==> src/rtl/core/rms_pkg.sv <==
// ----------------------------------------------------------------------------
// Robot mode supervisor package
// Word types, mode codes and motion command codes.
// ----------------------------------------------------------------------------
`default_nettype none

package rms_pkg;

  localparam logic [2:0] MODE_INIT    = 3'd0;
  localparam logic [2:0] MODE_WAIT    = 3'd1;
  localparam logic [2:0] MODE_HOMING  = 3'd2;
  localparam logic [2:0] MODE_READY   = 3'd3;
  localparam logic [2:0] MODE_PAUSE   = 3'd4;
  localparam logic [2:0] MODE_RUNNING = 3'd5;
  localparam logic [2:0] MODE_FAULT   = 3'd6;

  localparam logic [2:0] CMD_NONE     = 3'd0;
  localparam logic [2:0] CMD_HOME     = 3'd1;
  localparam logic [2:0] CMD_DWELL    = 3'd2;
  localparam logic [2:0] CMD_HOLD     = 3'd3;
  localparam logic [2:0] CMD_REST     = 3'd4;
  localparam logic [2:0] CMD_BACKOFF  = 3'd5;
  localparam logic [2:0] CMD_SEQUENCE = 3'd6;

  localparam logic [7:0] DEBOUNCE_LIMIT_RESET = 8'd25;
  localparam logic [7:0] DEBOUNCE_COUNT_MAX   = 8'hFF;

  typedef struct packed {
    logic start_pressed;
    logic stop_pressed;
    logic reset_pressed;
    logic emergency_edge;
    logic emergency_active;
    logic homing_done;
    logic hold_done;
    logic move_done;
    logic sequence_done;
  } in_word_t;

  typedef struct packed {
    logic [2:0] system_state;
    logic       state_changed;
    logic [2:0] motion_command;
    logic       planner_reset;
    logic       sequence_reset;
    logic       homing_reset;
    logic       outputs_off;
    logic       motors_disable;
    logic       loop_window_reset;
  } out_word_t;

endpackage

`default_nettype wire

==> src/rtl/core/robot_mode_supervisor_top.sv <==
// ----------------------------------------------------------------------------
// Robot mode supervisor
// One tick word in, one mode/command word out; emergency debounce and modes.
// ----------------------------------------------------------------------------
//  channel | direction | handshake         | word
//  in      | input     | in_valid/in_stall   | in_word_t
//  out     | output    | out_valid/out_stall | out_word_t
//  cfg     | input     | cfg_valid/cfg_ready | debounce_limit, 8 bits
//
//  One tick per clock cycle while the output is not stalled: input register,
//  one pass of mode logic, result register. out_valid rises once the held
//  tick word is passed from the input register into the result register.
//  Synchronous reset rst clears the mode, flags, counter and debounce_limit
//  (back to 25). A stalled output word holds; the input register then fills
//  and in_stall rises. cfg_ready is always high.
// ----------------------------------------------------------------------------
`default_nettype none

module robot_mode_supervisor_top
  import rms_pkg::*;
(
  input  wire logic      clk,
  input  wire logic      rst,
  input  wire logic      in_valid,
  output logic           in_stall,
  input  wire in_word_t  in_word,
  output logic           out_valid,
  input  wire logic      out_stall,
  output out_word_t      out_word,
  input  wire logic      cfg_valid,
  output logic           cfg_ready,
  input  wire logic [7:0] cfg_data
);

  logic [7:0] debounce_limit;
  logic [2:0] mode;
  logic       emergency_pending;
  logic [7:0] debounce_count;
  logic       motors_homed;
  logic       dwell_finished;
  logic       returning_to_rest;
  logic       going_to_backoff;

  in_word_t   in_hold;
  logic       in_full;

  logic       fire;

  logic [2:0] dbn_mode;
  logic       emergency_pending_next;
  logic [7:0] debounce_count_next;
  logic [7:0] count_sat;

  logic [2:0] mode_next;
  logic       motors_homed_next;
  logic       dwell_finished_next;
  logic       returning_to_rest_next;
  logic       going_to_backoff_next;
  out_word_t  res;

  assign fire      = in_full && (!out_valid || !out_stall);
  assign in_stall  = in_full && !fire;
  assign cfg_ready = 1'b1;

  // debounce
  always_comb begin
    dbn_mode               = mode;
    emergency_pending_next = emergency_pending;
    debounce_count_next    = debounce_count;
    count_sat = (debounce_count == DEBOUNCE_COUNT_MAX) ? debounce_count
                                                       : debounce_count + 8'd1;
    if (in_hold.emergency_edge) begin
      emergency_pending_next = 1'b1;
      debounce_count_next    = 8'd0;
    end else if (emergency_pending && in_hold.emergency_active) begin
      if (count_sat > debounce_limit) begin
        dbn_mode               = MODE_FAULT;
        emergency_pending_next = 1'b0;
        debounce_count_next    = 8'd0;
      end else begin
        debounce_count_next = count_sat;
      end
    end else if (emergency_pending) begin
      emergency_pending_next = 1'b0;
      debounce_count_next    = 8'd0;
    end
  end

  // mode step
  always_comb begin
    mode_next              = dbn_mode;
    motors_homed_next      = motors_homed;
    dwell_finished_next    = dwell_finished;
    returning_to_rest_next = returning_to_rest;
    going_to_backoff_next  = going_to_backoff;
    res                    = '0;
    res.motion_command     = CMD_NONE;
    if (mode == MODE_INIT) begin
      res.outputs_off    = 1'b1;
      res.motors_disable = 1'b1;
      mode_next = in_hold.emergency_active ? MODE_FAULT : MODE_WAIT;
    end else begin
      case (dbn_mode)
        MODE_WAIT: begin
          if (in_hold.start_pressed) begin
            motors_homed_next   = 1'b0;
            dwell_finished_next = 1'b0;
            mode_next           = MODE_HOMING;
          end
          res.outputs_off = 1'b1;
        end
        MODE_HOMING: begin
          if (!motors_homed) begin
            res.motion_command = CMD_HOME;
            motors_homed_next  = in_hold.homing_done;
            res.planner_reset  = in_hold.homing_done;
          end else if (!dwell_finished) begin
            res.motion_command  = CMD_DWELL;
            dwell_finished_next = in_hold.hold_done;
            res.planner_reset   = in_hold.hold_done;
          end else begin
            res.motion_command = CMD_REST;
            if (in_hold.move_done) begin
              res.planner_reset   = 1'b1;
              dwell_finished_next = 1'b0;
              mode_next           = MODE_READY;
            end
          end
        end
        MODE_READY: begin
          if (in_hold.start_pressed) begin
            res.loop_window_reset = 1'b1;
            res.sequence_reset    = 1'b1;
            mode_next             = MODE_RUNNING;
          end else if (in_hold.reset_pressed) begin
            res.loop_window_reset = 1'b1;
            motors_homed_next     = 1'b0;
            dwell_finished_next   = 1'b0;
            res.planner_reset     = 1'b1;
            going_to_backoff_next = 1'b1;
          end
          if (going_to_backoff_next) begin
            res.motion_command = CMD_BACKOFF;
            if (in_hold.move_done) begin
              going_to_backoff_next = 1'b0;
              mode_next             = MODE_HOMING;
            end
          end else begin
            res.motion_command = CMD_HOLD;
          end
        end
        MODE_PAUSE: begin
          if (returning_to_rest) begin
            res.motion_command = CMD_REST;
            if (in_hold.move_done) begin
              mode_next              = MODE_READY;
              res.planner_reset      = 1'b1;
              returning_to_rest_next = 1'b0;
            end
          end else begin
            res.motion_command = CMD_HOLD;
          end
          if (in_hold.start_pressed) begin
            mode_next             = MODE_RUNNING;
            res.planner_reset     = 1'b1;
            res.loop_window_reset = 1'b1;
          end
          if (in_hold.reset_pressed) begin
            returning_to_rest_next = 1'b1;
          end
        end
        MODE_RUNNING: begin
          res.motion_command = CMD_SEQUENCE;
          if (in_hold.stop_pressed) begin
            res.planner_reset = 1'b1;
            mode_next         = MODE_PAUSE;
          end else if (in_hold.sequence_done) begin
            res.planner_reset = 1'b1;
            mode_next         = MODE_READY;
          end
        end
        MODE_FAULT: begin
          res.outputs_off    = 1'b1;
          res.motors_disable = 1'b1;
          if (in_hold.reset_pressed && !in_hold.emergency_active) begin
            res.homing_reset    = 1'b1;
            motors_homed_next   = 1'b0;
            dwell_finished_next = 1'b0;
            mode_next           = MODE_WAIT;
          end
        end
        default: begin
          mode_next = MODE_FAULT;
        end
      endcase
    end
    res.system_state  = mode_next;
    res.state_changed = (mode_next != mode);
  end

  // input register
  always_ff @(posedge clk) begin
    if (rst) begin
      in_full <= 1'b0;
    end else if (in_valid && !in_stall) begin
      in_full <= 1'b1;
    end else if (fire) begin
      in_full <= 1'b0;
    end
  end

  always_ff @(posedge clk) begin
    if (in_valid && !in_stall) begin
      in_hold <= in_word;
    end
  end

  // result register
  always_ff @(posedge clk) begin
    if (rst) begin
      out_valid <= 1'b0;
    end else if (fire) begin
      out_valid <= 1'b1;
    end else if (!out_stall) begin
      out_valid <= 1'b0;
    end
  end

  always_ff @(posedge clk) begin
    if (fire) begin
      out_word <= res;
    end
  end

  // supervisor state
  always_ff @(posedge clk) begin
    if (rst) begin
      mode              <= MODE_INIT;
      emergency_pending <= 1'b0;
      debounce_count    <= 8'd0;
      motors_homed      <= 1'b0;
      dwell_finished    <= 1'b0;
      returning_to_rest <= 1'b0;
      going_to_backoff  <= 1'b0;
    end else if (fire) begin
      mode              <= mode_next;
      motors_homed      <= motors_homed_next;
      dwell_finished    <= dwell_finished_next;
      returning_to_rest <= returning_to_rest_next;
      going_to_backoff  <= going_to_backoff_next;
      if (mode != MODE_INIT) begin
        emergency_pending <= emergency_pending_next;
        debounce_count    <= debounce_count_next;
      end
    end
  end

  always_ff @(posedge clk) begin
    if (rst) begin
      debounce_limit <= DEBOUNCE_LIMIT_RESET;
    end else if (cfg_valid && cfg_ready) begin
      debounce_limit <= cfg_data;
    end
  end

endmodule

`default_nettype wire

==> config.mk <==
export PLATFORM = sky130hd
export DESIGN_NAME = robot_mode_supervisor_top
export DESIGN_NICKNAME = d
export VERILOG_FILES = /design/src/rtl/core/rms_pkg.sv /design/src/rtl/core/robot_mode_supervisor_top.sv
export SDC_FILE = /design/constraint.sdc
export NUM_CORES = 1
export LEC_CHECK = 0
export ABC_AREA = 1
export BUFFER_PORTS_ARGS = -buffer_cell sky130_fd_sc_hd__buf_2
export CAP_MARGIN = 15
export CORE_ASPECT_RATIO = 2
export CORE_MARGIN = 2
export CORE_UTILIZATION = 54
export CTS_CLUSTER_SIZE = 30
export DETAILED_ROUTE_END_ITERATION = 8
export PLACE_DENSITY = 0.76
export SETUP_SLACK_MARGIN = 0.4
export SLEW_MARGIN = 40
export SYNTH_ARGS = -nofsm -noshare
export SYNTH_HDL_FRONTEND = slang
export SYNTH_SLANG_ARGS = --single-unit
==> constraint.sdc <==
create_clock -name clk -period 3.55 [get_ports clk]
set_input_delay 0.355 -clock clk [delete_from_list [all_inputs] [get_ports clk]]
set_output_delay 0.355 -clock clk [all_outputs]
set_load 0.03 [all_outputs]
Word-level counts from Yosys, hierarchy flattened:

Cells that the tools add are included.

* $add $sub $neg: 1
* magnitude comparators: 1
* eq/ne operators: 15
* muxes and demuxes: 65
* bitwise operators: 3
* reductions and logical operators: 25

Operators with widths (count)
* 3-bit 2-to-1 mux: 19
* 8-bit 2-to-1 mux: 5
* 1-bit 2-to-1 mux: 34
* 3-bit one-hot mux with 6 select lines: 1
* 4-bit one-hot mux with 4 select lines: 1
* 3-bit AND reduction: 4
* 2-bit inequality test (second input constant): 5
* 3-bit == test (second input constant): 3
* 8-bit by 1-bit adder with 8-bit output (second input constant): 1
* 8-bit == test (second input constant): 1
* 8-bit > comparator: 1
* 4-bit 2-to-1 mux: 2
* 1-bit one-hot mux with 4 select lines: 2
* 8-bit AND reduction: 1
* 7-bit AND reduction: 1
* 3-bit by 2-bit == test with 1-bit output (second input constant): 2
* 3-bit nonzero test: 2
* 2-bit OR reduction: 3
* 1-bit logical AND: 5
* 1-bit zero test: 5
* 4-bit nonzero test: 1
* 3-bit by 1-bit == test with 1-bit output (second input constant): 1
* 3-bit zero test: 1
* 3-bit by 2-bit inequality test with 1-bit output (second input constant): 1
* other kinds (6): 8

* bits in registers: 48
* bits of input ports: 22
* output and inout port bits: 16
* word-level logic and storage cells: 138

Longest topological paths before layout:

* word-level depth: 13
* mapped depth: 28
* mapped depth without buffers: 27

Least setup slack after synthesis:

OpenSTA, ideal clock, no wires.

* path type: reg-to-reg
* start point: reg debounce_count[0]
* end point: reg out_word[9] (netlist name), data pin
* library setup time: 259 ps
* arrival: 2794 ps
* data required time: 3291 ps
* setup slack: 497 ps
* stages on the path, launching flop included: 26
* cell sequence: dfxtp_1 > ha_1 > nand2_1 > nor3_1 > nand2_1 > nor2_1 > inv_1 > nand2_1 > nand2_1 > ha_1 > nand2_1 > nand2_1 > nand2_1 > nand2_1 > nand2_1 > nand2_2 > nand3_2 > buf_6 > nand3b_1 > nand2_1 > nor2_1 > nand2_1 > o21bai_2 > nand3_1 > nand2_1 > nand3_1

RTL lines
* start, declared: line robot_mode_supervisor_top.sv:38 `logic [7:0] debounce_count;`
* start signal, assigned: line robot_mode_supervisor_top.sv:253 `debounce_count <= debounce_count_next;`
* end signal, assigned: line robot_mode_supervisor_top.sv:231 `out_word <= res;`
* end, declared: line robot_mode_supervisor_top.sv:29 `output out_word_t out_word,`

==> key figures <==
Timing
  • Max-slew headroom at the worst pin: 58.8%
  • Fin crit share: 91.4%
  • Final hold viol count: 0
  • Max Freq: 308 MHz
  • Final Critical Period: 3.24 ns
  • Count of final setup violators: 0
  • Worst Tran Pin Value: 0.618 ns
  • Clock skew: 0.0102 ns
  • Hold slack: 0.215 ns
  • Fin. max-slew vios: 0
  • Final setup margin: 0.305 ns
  • RSZ-0062 raised after global routing: yes

Yosys
  • Adder-cell share of the synthesized area: 4.24%
  • Largest family of logic cells by synthesized area: simple AND/OR/NAND/NOR gates
  • Mux share of post-synthesis cell area: 0%
  • Syn. warnings: 0
  • Mean Syn Cell Area: 7.79 um^2
  • Yosys cell types: 38
  • Seq cells post-synth: 48
  • Post-Synthesis Cells: 341
  • Sequential element share of the synthesized area: 44.4%
  • Compound-Gate Fraction of Synth Area: 12.0%
  • Post-Synth Simple-Gate Area: 28.9%
  • Synthesized cell area: 2660 um^2
  • Synth Area in XOR/XNOR: 1.32%
  • Syn Nets: 372

Floorplanning
  • Chip Height: 103 um
  • Boundary Pins: 38
  • Die W: 53.6 um
  • Die Area: 5530 um^2
  • FP Rows: 36
  • Core area: 4820 um^2
  • Starting Density: 55.1%

Drt
  • Final wirelength: 6.58 mm
  • Via count: 2443
  • Routed Antenna Nets: 0
  • Drt initial violations: 58
  • DRC viols: 0
  • TritonRoute pass-1 iters: 4
  • Vias per Instance: 5.31
  • Routed len/inst: 14.3 um

Place
  • Placed cell areas: 2930 um^2
  • GPL Wtd Cong: 0.899
  • DP Worst Slack: -0.172 ns
  • Hpwl dp: 4.78 mm
  • Port-buffer cells: 36
  • DP Cell Count: 435

Critical path
  • CP Cell Sequence: buf_4 -> nand3_1 -> nor2_2 -> xor2_1 -> nand2_1 -> ha_1 -> nand2_1 -> nor2_2 -> nand4_1 -> nand3_4 -> buf_6 -> nand2_4 -> nor2_4 -> nand2_2 -> nor2_4 -> nor2_4 -> nand3_2 -> nand2_1 -> nand2_1 -> nand3_1
  • R2r setup slk: 0.31 ns
  • CP Data Arrival Time: 3.32 ns
  • Critical Path RT: 3.63 ns
  • Critical path's largest stage delay: 0.37 ns
  • CP dominant cell by count: nand2_1
  • Startpoint types: flip-flop
  • Critical path class: reg -> reg
  • Slowest CP cell: dfxtp_2
  • Worst-path fanout max: 7
  • Crit path capture type: flip-flop

GRT
  • First-pass GRT wire length: 10.3 mm
  • Initial antenna violation count: 0
  • Largest net degree at the start of global routing: 20
  • Total GRT Usage: 26.5%
  • Vias in the first global route: 2427
  • Congestion Overflow GR: 0

Power and ir drop
  • Power Dens Cells: 345 nW/um^2
  • Leak: 1.52 nW
  • Total power: 1.15 mW
  • Peak VDD IR: 468 uV

Final layout
  • Final net count: 433
  • Area delta synth->final: 25.9%
  • FILL cells: 403
  • Final Non-Filler Cells: 460
  • Final Cell Area: 3350 um^2
  • # diodes: 0
  • Fraction of layout instances using a drive strength above 1: 33.3%

Clock tree
  • Clock slew seen by the registers of the worst setup and hold paths: 0.09 ns
  • Bufs on Longest Clock Path: 2
  • Worst skew pair latency: 0.31 ns
  • Root Driver: clkbuf_8
  • CTS Buf Count: 5
  • Clk sink count: 48
  • Hold Buf Count CTS: 0
  • H-tree depth: 2
  • CTS tree: done

Hold path
  • Hold Crit Class: in -> reg

Outcome
  • Status: complete, no violations

Job
  • Max cap viols: 0
state kept, by name, indices dropped and copies added, names as in the netlist:
signal             flops
in_hold                9
out_word              13
out_valid              1
debounce_count         8
motors_homed           1
dwell_finished         1
mode                   3
going_to_backoff       1
debounce_limit         8
returning_to_rest      1
in_full                1
emergency_pending      1
per-layer routing:
| layer | GRT usage (%) | vias up | wire length, um |
|---|---|---|---|
| met1 | 21.9 | 1074 | 2090 |
| li1 | - | 1227 | - |
| met2 | 48.8 | 98 | 3660 |
| met3 | 5.60 | 44 | 271 |
| met4 | 23.5 | 0 | 556 |
| met5 | 0 | - | 0 |
cells in the mapped netlist:
| cell type | n | area share [%] |
|---|---|---|
| nand2_1 | 85 | 12 |
| inv_1 | 48 | 6.8 |
| nor2_1 | 35 | 4.9 |
| a21oi_1 | 29 | 5.5 |
| dfxtp_1 | 26 | 20 |
| edfxtp_1 | 22 | 25 |
| o21ai_0 | 16 | 3.0 |
| nand3_1 | 12 | 2.3 |
| nand4_1 | 10 | 2.4 |
| ha_1 | 9 | 4.2 |
| nor2_4 | 4 | 1.7 |
| nor3_1 | 4 | 0.75 |
| clkbuf_1 | 3 | 0.42 |
| nand2_2 | 3 | 0.71 |
| nor3_2 | 3 | 1.1 |
| xor2_1 | 3 | 0.99 |
| buf_2 | 2 | 0.38 |
| buf_4 | 2 | 0.56 |
| inv_2 | 2 | 0.28 |
| nand2_4 | 2 | 0.85 |
| nand3_2 | 2 | 0.75 |
| nor2_2 | 2 | 0.47 |
| o21ai_1 | 2 | 0.38 |
| a21o_1 | 1 | 0.28 |
| a21oi_2 | 1 | 0.33 |
| buf_6 | 1 | 0.42 |
| clkinv_1 | 1 | 0.14 |
| conb_1 | 1 | 0.14 |
| nand3b_1 | 1 | 0.28 |
| nor3b_2 | 1 | 0.47 |
| o2111ai_1 | 1 | 0.33 |
| o21ai_2 | 1 | 0.33 |
| o21bai_2 | 1 | 0.42 |
| o221ai_1 | 1 | 0.33 |
| o31ai_1 | 1 | 0.28 |
| o31ai_4 | 1 | 0.80 |
| or2_2 | 1 | 0.24 |
| xnor2_1 | 1 | 0.33 |
cells by family after synthesis:
group	after synthesis
XOR/XNOR	4
AND/OR/NAND/NOR	165
flip-flops	48
AO/OA/AOI/OAI	55
other	1
buffers and inverters	59
adder cells (fa/ha/maj)	9
cells in the final DEF, fill, tap and decap left out, types with 10 or more instances in the layout:
master,n
nand4_1,10
buf_4,20
nand2_1,68
edfxtp_1,22
a21oi_1,26
inv_1,46
dfxtp_1,22
nand3_1,12
buf_2,36
o21ai_0,14
nand2_2,17
nor2_1,27
repair_timing:
action / in CTS / in global routing
pin swaps: 7 / 11
endpoints found under the setup margin: 16 / 23
setup buffers: 12 / 5
gates resized for setup: 23 / 37
area by class of cell:
cell class                      count  area [um^2]  share of cell area, %
Multi-Input combinational cell    234         1420                   42.3
Sequential cell                    48         1190                   35.5
Timing Repair Buffer               62          398                   11.9
Inverter                           51          191                   5.72
Tap cell                           57         71.3                   2.13
Clock buffer                        5         68.8                   2.06
Clock inverter                      3         13.8                  0.411
power by group:
| part | internal (mW) | total [mW] | switching (mW) |
|---|---|---|---|
| Sequential | 0.610 | 0.631 | 0.0202 |
| Combinational | 0.0711 | 0.205 | 0.134 |
| Clock | 0.134 | 0.318 | 0.184 |
| Total | 0.815 | 1.15 | 0.338 |
critical path: cells and delay by family, from the launching register on:
family	cells	cell delay (ns)
XOR/XNOR	1	0.25
adder cells (fa/ha/maj)	1	0.33
buffers and inverters	2	0.26
flip-flops	1	0.37
AND/OR/NAND/NOR	16	1.81
worst paths after layout:
check	start	cells past startpoint	end
hold reg to reg	debounce_limit[7]$_SDFFE_PP0P_	2	debounce_limit[7]$_SDFFE_PP0P_
setup reg to reg	debounce_count[0]$_SDFFE_PP0P_	20	out_word[9]$_DFFE_PP_
hold / removal	in_word[3]	1	in_hold[3]$_DFFE_PP_
setup / recovery	debounce_count[0]$_SDFFE_PP0P_	20	out_word[9]$_DFFE_PP_
metrics by stage:
| step | util [%] | setup TNS [ns] |
|---|---|---|
| floorplan | - | 0 |
| global placement | 60.8 | -0.00124 |
| detailed placement | 60.8 | -0.299 |
| CTS | 65.8 | 0 |
| global route | 69.4 | 0 |
| finish | 69.4 | 0 |
No activity file was read; power rests on OpenSTA's default activity.
